--- src/mac_keyed_node_table_with_aging_core_defines.svh ---
// ----------------------------------------------------------------------------
// Node table assertion macros
// Shared concurrent assertion helpers for the node table RTL.
// ----------------------------------------------------------------------------
`ifndef MAC_KEYED_NODE_TABLE_WITH_AGING_CORE_DEFINES_SVH
`define MAC_KEYED_NODE_TABLE_WITH_AGING_CORE_DEFINES_SVH

// Checked on every clock edge outside reset
`define MKT_ASSERT(lbl, clk, rst_n, prop, msg) \
    lbl: assert property (@(posedge clk) disable iff (!rst_n) prop) else $error(msg);

// Checked on every clock edge, reset included
`define MKT_ASSERT_ALWAYS(lbl, clk, prop, msg) \
    lbl: assert property (@(posedge clk) prop) else $error(msg);

`endif

--- src/mkt_pkg.sv ---
// ----------------------------------------------------------------------------
// Node table package
// Sizes, entry record and hello status codes shared by the node table.
// ----------------------------------------------------------------------------
package mkt_pkg;

    localparam int N     = 16;
    localparam int IDX_W = $clog2(N);
    localparam int CNT_W = $clog2(N + 1);

    typedef struct packed {
        logic               active;
        logic               online;
        logic [47:0]        mac;
        logic [31:0]        last_seen;
        logic signed [15:0] temperature;
        logic [15:0]        humidity;
    } t_entry;

    typedef enum logic [1:0] {
        HS_NONE   = 2'd0,
        HS_UPDATE = 2'd1,
        HS_NEW    = 2'd2,
        HS_FULL   = 2'd3
    } t_hstat;

endpackage

--- src/mkt_cell.sv ---
// ----------------------------------------------------------------------------
// Node table cell
// Holds one table entry and takes its neighbor's entry when the ring shifts.
// ----------------------------------------------------------------------------
module mkt_cell (
    input  logic           i_clk,
    input  logic           i_rst_n,
    input  logic           i_shift,
    input  mkt_pkg::t_entry i_d,
    output mkt_pkg::t_entry o_q
);
    import mkt_pkg::*;

    t_entry r_entry;

    // entry storage, cleared at reset
    always_ff @(posedge i_clk) begin
        if (!i_rst_n) begin
            r_entry <= '0;
        end else if (i_shift) begin
            r_entry <= i_d;
        end
    end

    assign o_q = r_entry;

endmodule

--- src/mkt_ctrl.sv ---
// ----------------------------------------------------------------------------
// Node table controller
// Walks the entry ring twice per word: aging and lookup, then update and query.
// ----------------------------------------------------------------------------
`include "mac_keyed_node_table_with_aging_core_defines.svh"

module mkt_ctrl (
    input  logic                i_clk,
    input  logic                i_rst_n,
    input  logic                i_valid,
    output logic                o_stall,
    input  logic [31:0]         i_now_time,
    input  logic                i_hello_valid,
    input  logic [47:0]         i_node_mac,
    input  logic signed [15:0]  i_temperature,
    input  logic [15:0]         i_humidity,
    input  logic [3:0]          i_query_index,
    input  logic [31:0]         i_limit,
    input  mkt_pkg::t_entry     i_head,
    output mkt_pkg::t_entry     o_tail,
    output logic                o_shift,
    output logic                o_valid,
    input  logic                i_stall,
    output logic [1:0]          o_hello_status,
    output logic [3:0]          o_hello_slot,
    output logic [4:0]          o_online_count,
    output logic [4:0]          o_went_offline,
    output logic                o_query_found,
    output logic [3:0]          o_query_slot,
    output logic [47:0]         o_query_mac,
    output logic signed [15:0]  o_query_temperature,
    output logic [15:0]         o_query_humidity
);
    import mkt_pkg::*;

    typedef enum logic [1:0] {S_IDLE, S_AGE, S_UPD, S_OUT} t_state;

    t_state             r_state;
    logic [IDX_W-1:0]   r_k;
    logic [31:0]        r_now;
    logic               r_hello;
    logic [47:0]        r_mac;
    logic signed [15:0] r_temp;
    logic [15:0]        r_hum;
    logic [3:0]         r_qidx;
    logic               r_match;
    logic [IDX_W-1:0]   r_mslot;
    logic               r_free;
    logic [IDX_W-1:0]   r_fslot;
    t_hstat             r_status;
    logic [IDX_W-1:0]   r_slot;
    logic [CNT_W-1:0]   r_off;
    logic [CNT_W-1:0]   r_count;
    logic               r_qfound;
    logic [IDX_W-1:0]   r_qslot;
    logic [47:0]        r_qmac;
    logic signed [15:0] r_qtemp;
    logic [15:0]        r_qhum;
    logic               r_oval;

    logic        accept;
    logic        last;
    logic        age_on;
    logic        hit_match;
    logic        hit_free;
    logic        hit;
    t_entry      aged;
    t_entry      upd;

    assign accept  = i_valid && !o_stall;
    assign o_stall = (r_state != S_IDLE);
    assign last    = (r_k == IDX_W'(N - 1));
    assign o_shift = (r_state == S_AGE) || (r_state == S_UPD);

    // per-entry work on the head of the ring
    always_comb begin
        age_on    = (r_now - i_head.last_seen) < i_limit;
        aged      = i_head;
        if (i_head.active) begin
            aged.online = age_on;
        end
        hit_match = i_head.active && (i_head.mac == r_mac);
        hit_free  = !i_head.active;
        hit       = ((r_status == HS_UPDATE) || (r_status == HS_NEW)) && (r_k == r_slot);
        upd       = i_head;
        if (hit) begin
            upd.active      = 1'b1;
            upd.online      = 1'b1;
            upd.mac         = r_mac;
            upd.last_seen   = r_now;
            upd.temperature = r_temp;
            upd.humidity    = r_hum;
        end
        unique case (r_state)
            S_AGE:   o_tail = aged;
            S_UPD:   o_tail = upd;
            default: o_tail = i_head;
        endcase
    end

    // sequencer, counters and result register
    always_ff @(posedge i_clk) begin
        if (!i_rst_n) begin
            r_state  <= S_IDLE;
            r_k      <= '0;
            r_oval   <= 1'b0;
            r_status <= HS_NONE;
            r_qfound <= 1'b0;
            r_count  <= '0;
        end else begin
            // result taken; S_OUT reloads it itself
            if (r_oval && !i_stall && (r_state != S_OUT)) begin
                r_oval <= 1'b0;
            end
            unique case (r_state)
                S_IDLE: begin
                    if (accept) begin
                        r_now    <= i_now_time;
                        r_hello  <= i_hello_valid;
                        r_mac    <= i_node_mac;
                        r_temp   <= i_temperature;
                        r_hum    <= i_humidity;
                        r_qidx   <= i_query_index;
                        r_match  <= 1'b0;
                        r_free   <= 1'b0;
                        r_off    <= '0;
                        r_status <= HS_NONE;
                        r_k      <= '0;
                        r_state  <= S_AGE;
                    end
                end
                S_AGE: begin
                    if (i_head.active && i_head.online && !age_on) begin
                        r_off <= r_off + 1'b1;
                    end
                    if (!r_match && hit_match) begin
                        r_match <= 1'b1;
                        r_mslot <= r_k;
                    end
                    if (!r_free && hit_free) begin
                        r_free  <= 1'b1;
                        r_fslot <= r_k;
                    end
                    r_k <= r_k + 1'b1;
                    if (last) begin
                        // settle the hello outcome from the lookup pass
                        priority if (!r_hello) begin
                            r_status <= HS_NONE;
                            r_slot   <= '0;
                        end else if (r_match || hit_match) begin
                            r_status <= HS_UPDATE;
                            r_slot   <= r_match ? r_mslot : r_k;
                        end else if (r_free || hit_free) begin
                            r_status <= HS_NEW;
                            r_slot   <= r_free ? r_fslot : r_k;
                        end else begin
                            r_status <= HS_FULL;
                            r_slot   <= '0;
                        end
                        r_count  <= '0;
                        r_qfound <= 1'b0;
                        r_qslot  <= '0;
                        r_qmac   <= '0;
                        r_qtemp  <= '0;
                        r_qhum   <= '0;
                        r_state  <= S_UPD;
                    end
                end
                S_UPD: begin
                    if (upd.active && upd.online) begin
                        if (!r_qfound && (r_count == CNT_W'(r_qidx))) begin
                            r_qfound <= 1'b1;
                            r_qslot  <= r_k;
                            r_qmac   <= upd.mac;
                            r_qtemp  <= upd.temperature;
                            r_qhum   <= upd.humidity;
                        end
                        r_count <= r_count + 1'b1;
                    end
                    r_k <= r_k + 1'b1;
                    if (last) begin
                        r_state <= S_OUT;
                    end
                end
                S_OUT: begin
                    if (!r_oval || !i_stall) begin
                        r_oval              <= 1'b1;
                        o_hello_status      <= r_status;
                        o_hello_slot        <= 4'(r_slot);
                        o_online_count      <= 5'(r_count);
                        o_went_offline      <= 5'(r_off);
                        o_query_found       <= r_qfound;
                        o_query_slot        <= 4'(r_qslot);
                        o_query_mac         <= r_qmac;
                        o_query_temperature <= r_qtemp;
                        o_query_humidity    <= r_qhum;
                        r_state             <= S_IDLE;
                    end
                end
                default: r_state <= S_IDLE;
            endcase
        end
    end

    assign o_valid = r_oval;

    `MKT_ASSERT(a_age_to_upd, i_clk, i_rst_n, (r_state == S_AGE && last) |=> (r_state == S_UPD), "aging pass did not hand over to update pass")
    `MKT_ASSERT(a_idle_k_zero, i_clk, i_rst_n, (r_state == S_IDLE) |-> (r_k == '0), "ring walk not aligned at idle")
    `MKT_ASSERT(a_qfound_rank, i_clk, i_rst_n, (r_state == S_OUT && r_qfound) |-> (r_count > CNT_W'(r_qidx)), "query found beyond online count")

endmodule

--- src/mac_keyed_node_table_with_aging_core.sv ---
// ----------------------------------------------------------------------------
// MAC-keyed node table with aging
// Sixteen-entry node table kept in a ring of cells, aged and queried per word.
// ----------------------------------------------------------------------------
// Usage:
//   Input word (i_valid / o_stall) carries a timestamp, an optional hello and
//   a query rank. The block ages every entry against the stale limit, applies
//   the hello (update, new slot, or table full) and reports the online count,
//   the entries that went offline and the queried online entry.
//   Output word (o_valid / i_stall): one result per input word.
//   Config (i_cfg_valid / o_cfg_ready): writes the stale limit; ready is
//   always high, write only while the block is idle.
// Timing:
//   The entries circulate through a ring of N cells, one entry per cycle.
//   A new word is taken only once the last one has passed every step: one lap
//   for aging and lookup, one lap for the update and the ranked query, the
//   load of the output register, and the return to idle to take the next word.
//   o_valid rises when the output register is loaded after the update lap.
//   A finished result waits in the output register while i_stall is high;
//   the next word can be taken meanwhile, and its result waits behind it.
// Reset: clears every entry and sets the stale limit to 10000.
// ----------------------------------------------------------------------------
module mac_keyed_node_table_with_aging_core (
    input  logic               i_clk,
    input  logic               i_rst_n,
    input  logic               i_valid,
    output logic               o_stall,
    input  logic [31:0]        i_now_time,
    input  logic               i_hello_valid,
    input  logic [47:0]        i_node_mac,
    input  logic signed [15:0] i_temperature,
    input  logic [15:0]        i_humidity,
    input  logic [3:0]         i_query_index,
    output logic               o_valid,
    input  logic               i_stall,
    output logic [1:0]         o_hello_status,
    output logic [3:0]         o_hello_slot,
    output logic [4:0]         o_online_count,
    output logic [4:0]         o_went_offline,
    output logic               o_query_found,
    output logic [3:0]         o_query_slot,
    output logic [47:0]        o_query_mac,
    output logic signed [15:0] o_query_temperature,
    output logic [15:0]        o_query_humidity,
    input  logic               i_cfg_valid,
    output logic               o_cfg_ready,
    input  logic [31:0]        i_cfg_data
);
    import mkt_pkg::*;

    logic [31:0] r_limit;
    t_entry      ring_q [N];
    t_entry      tail;
    logic        shift;

    // stale limit register
    assign o_cfg_ready = 1'b1;
    always_ff @(posedge i_clk) begin
        if (!i_rst_n) begin
            r_limit <= 32'd10000;
        end else if (i_cfg_valid && o_cfg_ready) begin
            r_limit <= i_cfg_data;
        end
    end

    // ring of entry cells, head at index 0, controller feeds the last cell
    for (genvar g = 0; g < N; g++) begin : g_cell
        t_entry d;
        if (g == N - 1) begin : g_tail
            assign d = tail;
        end else begin : g_mid
            assign d = ring_q[g + 1];
        end
        mkt_cell u_cell (
            .i_clk   (i_clk),
            .i_rst_n (i_rst_n),
            .i_shift (shift),
            .i_d     (d),
            .o_q     (ring_q[g])
        );
    end

    mkt_ctrl u_ctrl (
        .i_clk               (i_clk),
        .i_rst_n             (i_rst_n),
        .i_valid             (i_valid),
        .o_stall             (o_stall),
        .i_now_time          (i_now_time),
        .i_hello_valid       (i_hello_valid),
        .i_node_mac          (i_node_mac),
        .i_temperature       (i_temperature),
        .i_humidity          (i_humidity),
        .i_query_index       (i_query_index),
        .i_limit             (r_limit),
        .i_head              (ring_q[0]),
        .o_tail              (tail),
        .o_shift             (shift),
        .o_valid             (o_valid),
        .i_stall             (i_stall),
        .o_hello_status      (o_hello_status),
        .o_hello_slot        (o_hello_slot),
        .o_online_count      (o_online_count),
        .o_went_offline      (o_went_offline),
        .o_query_found       (o_query_found),
        .o_query_slot        (o_query_slot),
        .o_query_mac         (o_query_mac),
        .o_query_temperature (o_query_temperature),
        .o_query_humidity    (o_query_humidity)
    );

endmodule
--- config.mk ---
export PLATFORM = sky130hd
export DESIGN_NAME = mac_keyed_node_table_with_aging_core
export DESIGN_NICKNAME = d
export VERILOG_FILES = /design/src/mkt_pkg.sv /design/src/mkt_cell.sv /design/src/mkt_ctrl.sv /design/src/mac_keyed_node_table_with_aging_core.sv
export VERILOG_INCLUDE_DIRS = /design/src /design/src/src
export SDC_FILE = /design/constraint.sdc
export NUM_CORES = 2
export LEC_CHECK = 0
export ABC_AREA = 1
export BUFFER_PORTS_ARGS = -buffer_cell sky130_fd_sc_hd__buf_2
export CAP_MARGIN = 20
export CORE_MARGIN = 5
export CORE_UTILIZATION = 55
export DETAILED_ROUTE_END_ITERATION = 7
export PLACE_DENSITY = 0.7
export SETUP_SLACK_MARGIN = 0.3
export SYNTH_ARGS = -nofsm -noshare
export SYNTH_HDL_FRONTEND = slang
export SYNTH_SLANG_ARGS = --single-unit
--- constraint.sdc ---
create_clock -name i_clk -period 12.7 [get_ports i_clk]
set_input_delay 1.905 -clock i_clk [delete_from_list [all_inputs] [get_ports i_clk]]
set_output_delay 1.905 -clock i_clk [all_outputs]
set_load 0.05 [all_outputs]
==> qor.csv <==
metric,value,unit
status,"complete, no violations",
Post-synth top cells,"nor2_1, o21ai_0, dfxtp_1",
top-count cell post-synth,nor2_1,
NetSw,9300,µW
fin crit period,5330,ps
Routed Antenna Nets,0,
global-route wire length before repair,301000,µm
max_slew headroom,24.7,%
final setup fails,0,
setup TNS,0,ps
top_reg_cell synth,dfxtp_1,
Core ar.,0.145,mm²
Antenna Cells,0,
share of layout cells above drive strength 1,6.95,%
actual slew at the worst max-slew pin,1130,ps
P_leak,0.0384,µW
final hold vios,0,
placed cell areas,0.0814,mm²
grt total ovfl,0,
1st-iter DRT viols,5945,
routability cong.,0.885,
most area-consuming cells after synthesis,"dfxtp_1, nor2_1, edfxtp_1",
YS warnings,0,
Post-CTS Setup Inserts,0,
post-cts sizing count,0,
row count,140,
Net Sw Frac,38.1,%
total track usage,23.7,%
vias per cell,5.30,
Worst Setup Start Kind,flip-flop,
Root Buffer,clkbuf_16,
Worst Path Required,13450,ps
clock sinks,2192,
PortBufs,256,
Post-Syn Instances,9713,
Pre-antenna DRT Iters,6,
Die X,391,µm
post-synthesis async set-or-reset flop share,0,%
total power,24400,µW
die area,0.153,mm²
FMAX,188,MHz
fraction of the yosys area taken by sequential cells,58.9,%
post-route cell area,0.0888,mm²
worst hold path type,reg2reg,
Final Util,61.2,%
"CTS clk-pin slew, worst paths",60,ps
clk_lat worst skew,850,ps
Syn Area/Cell,8.23,µm²
total CTS buffers,212,
num ports,258,
number of remaining DRC errors,0,
kind of critical path,reg2reg,
Starting Density,55.1,%
Yosys cell types,46,
DP HPWL,112000,µm
Setup crit end kind,flip-flop,
DR WL/cell,16.0,µm
via count,61900,
Critical Path AT,6080,ps
Clock power frac,26.2,%
"Cell Area, Synth",0.0800,mm²
Yosys top cell area share,46.8,%
Die Ht,391,µm
Syn-to-layout area delta,11.0,%
Clock Path Buffers,3,
RSZ-0062 raised after global routing,false,
"FF+latch count, synth",2192,
CTS tree,yes,
CTS H-tree depth,4,
hold buffers post-CTS,0,
initial antenna violation count,4,
Worst VDD drop,262,µV
period utilization,41.9,%
max-cap violation count,0,
nets,9795,
Post-synth EDFFs,321,
Slew Limit Fails,0,
skew final,52.1,ps
Power Density,275,mW/mm²
total wire length,187000,µm
Syn Nets,9937,
Flop pwr share,40.8,%
crit path max fanout,264,
Synth area leader,dfxtp_1,
combinational share of power,33.0,%
largest net degree at the start of global routing,312,
vias in the first global route,56200,
internal power,15100,µW
==> worst paths after layout <==
check / start / end / slack [ps] / cells after the start
max: u_ctrl.r_state[0] / g_cell[15].u_cell.o_q[28] / 7370 / 8
min: u_ctrl.r_qmac[22] / u_ctrl.o_query_mac[22] / 410 / 0
max reg2reg: u_ctrl.r_state[0] / g_cell[15].u_cell.o_q[28] / 7370 / 8
min reg2reg: u_ctrl.r_qmac[22] / u_ctrl.o_query_mac[22] / 410 / 0
==> stage by stage <==
| stage | setup WS [ps] | hold slack (ps) | cells |
|---|---|---|---|
| final | 7370 | 408 | 11700 |
| after global routing | 7020 | 420 | 11700 |
| after CTS | 7540 | 409 | 11700 |
| after detailed placement | 6990 | 405 | 11300 |
| after global placement | 7110 | 401 | 11300 |
| after floorplan | 2520 | 400 | 9713 |
==> cell type report <==
| type | count | area (µm²) |
|---|---|---|
| repair buffers | 316 | 1900 |
| flip-flops and latches | 2192 | 47100 |
| well taps | 1917 | 2400 |
| inverters | 356 | 1340 |
| fillers | 12600 | 56300 |
| clock inverters | 88 | 1070 |
| multi-input cells | 6493 | 28800 |
| clock buffers | 313 | 6190 |
==> critical path, stage by stage (launching register included) <==
cell and delay (ps):
dfxtp_1 410, inv_1 150, ha_4 670, buf_12 560
buf_4 840, buf_12 610, buf_4 920, o21ai_0 200
a21oi_1 180
==> registers in the layout (all words and copies together), names as in the netlist, 4 cells and up <==
| register | count |
|---|---|
| g_cell.u_cell.o_q | 1824 |
| r_limit | 32 |
| u_ctrl.o_hello_slot | 4 |
| u_ctrl.o_online_count | 5 |
| u_ctrl.o_query_humidity | 16 |
| u_ctrl.o_query_mac | 48 |
| u_ctrl.o_query_slot | 4 |
| u_ctrl.o_query_temperature | 16 |
| u_ctrl.o_went_offline | 5 |
| u_ctrl.r_count | 5 |
| u_ctrl.r_fslot | 4 |
| u_ctrl.r_hum | 16 |
| u_ctrl.r_k | 4 |
| u_ctrl.r_mac | 48 |
| u_ctrl.r_mslot | 4 |
| u_ctrl.r_now | 32 |
| u_ctrl.r_off | 5 |
| u_ctrl.r_qhum | 16 |
| u_ctrl.r_qidx | 4 |
| u_ctrl.r_qmac | 48 |
| u_ctrl.r_qslot | 4 |
| u_ctrl.r_qtemp | 16 |
| u_ctrl.r_slot | 4 |
| u_ctrl.r_temp | 16 |
==> per-layer routing <==
metal / vias up / routed length (µm) / global-route usage (%) / share of wire, %
li1: 31300 / - / - / -
met1: 28800 / 93900 / 37.5 / 50
met2: 1559 / 77000 / 33.4 / 41
met3: 259 / 12100 / 4.10 / 6.5
met4: 4 / 3770 / 5.76 / 2.0
met5: - / 26 / 0 / 0.014
==> kinds of logic (layout without fill, tap and decap cells) <==
kind of cell / count (synthesis) / after routing / share of synthesized area, %
fa+ha+maj: 70 / 70 / 1.10
buf+inv: 1028 / 1073 / 5.19
xor+xnor: 42 / 42 / 0.460
compound gates: 2447 / 2447 / 15.4
other cells: 1 / 1 / 0.00469
simple gates: 3933 / 3933 / 18.9
flops: 2192 / 2192 / 58.9
==> power by group through the flow <==
stage               combinational, µW  clock, µW  sequential [µW]
detailed placement               7950          0            10100
global placement                 7820          0            10000
floorplan                        6260          0             9830
CTS                              8040       6510             9940
finish                           8060       6390             9950
global route                     9330       6820            10200
==> layout by cell type, fill, tap and decap left out, types with 11 or more instances in the layout <==
cell | synthesis | routed
o21ai_0 | 1924 | 1924
clkbuf_1 | 487 | 54
ha_1 | 69 | 66
buf_4 | 8 | 50
nor2_1 | 3302 | 3300
dfxtp_1 | 1871 | 1871
clkbuf_8 | 0 | 44
bufinv_16 | 0 | 13
o21ai_1 | 12 | 12
clkbuf_16 | 0 | 215
or2_0 | 34 | 34
clkinv_1 | 5 | 14
inv_1 | 346 | 346
nand2_1 | 426 | 426
clkinv_2 | 0 | 45
edfxtp_1 | 321 | 321
xnor2_1 | 14 | 14
nand3_1 | 118 | 118
nand4_1 | 16 | 16
buf_2 | 154 | 255
a21oi_1 | 481 | 481
xor2_1 | 28 | 28
nor3_1 | 12 | 11
(Power assumes the default switching activity.)
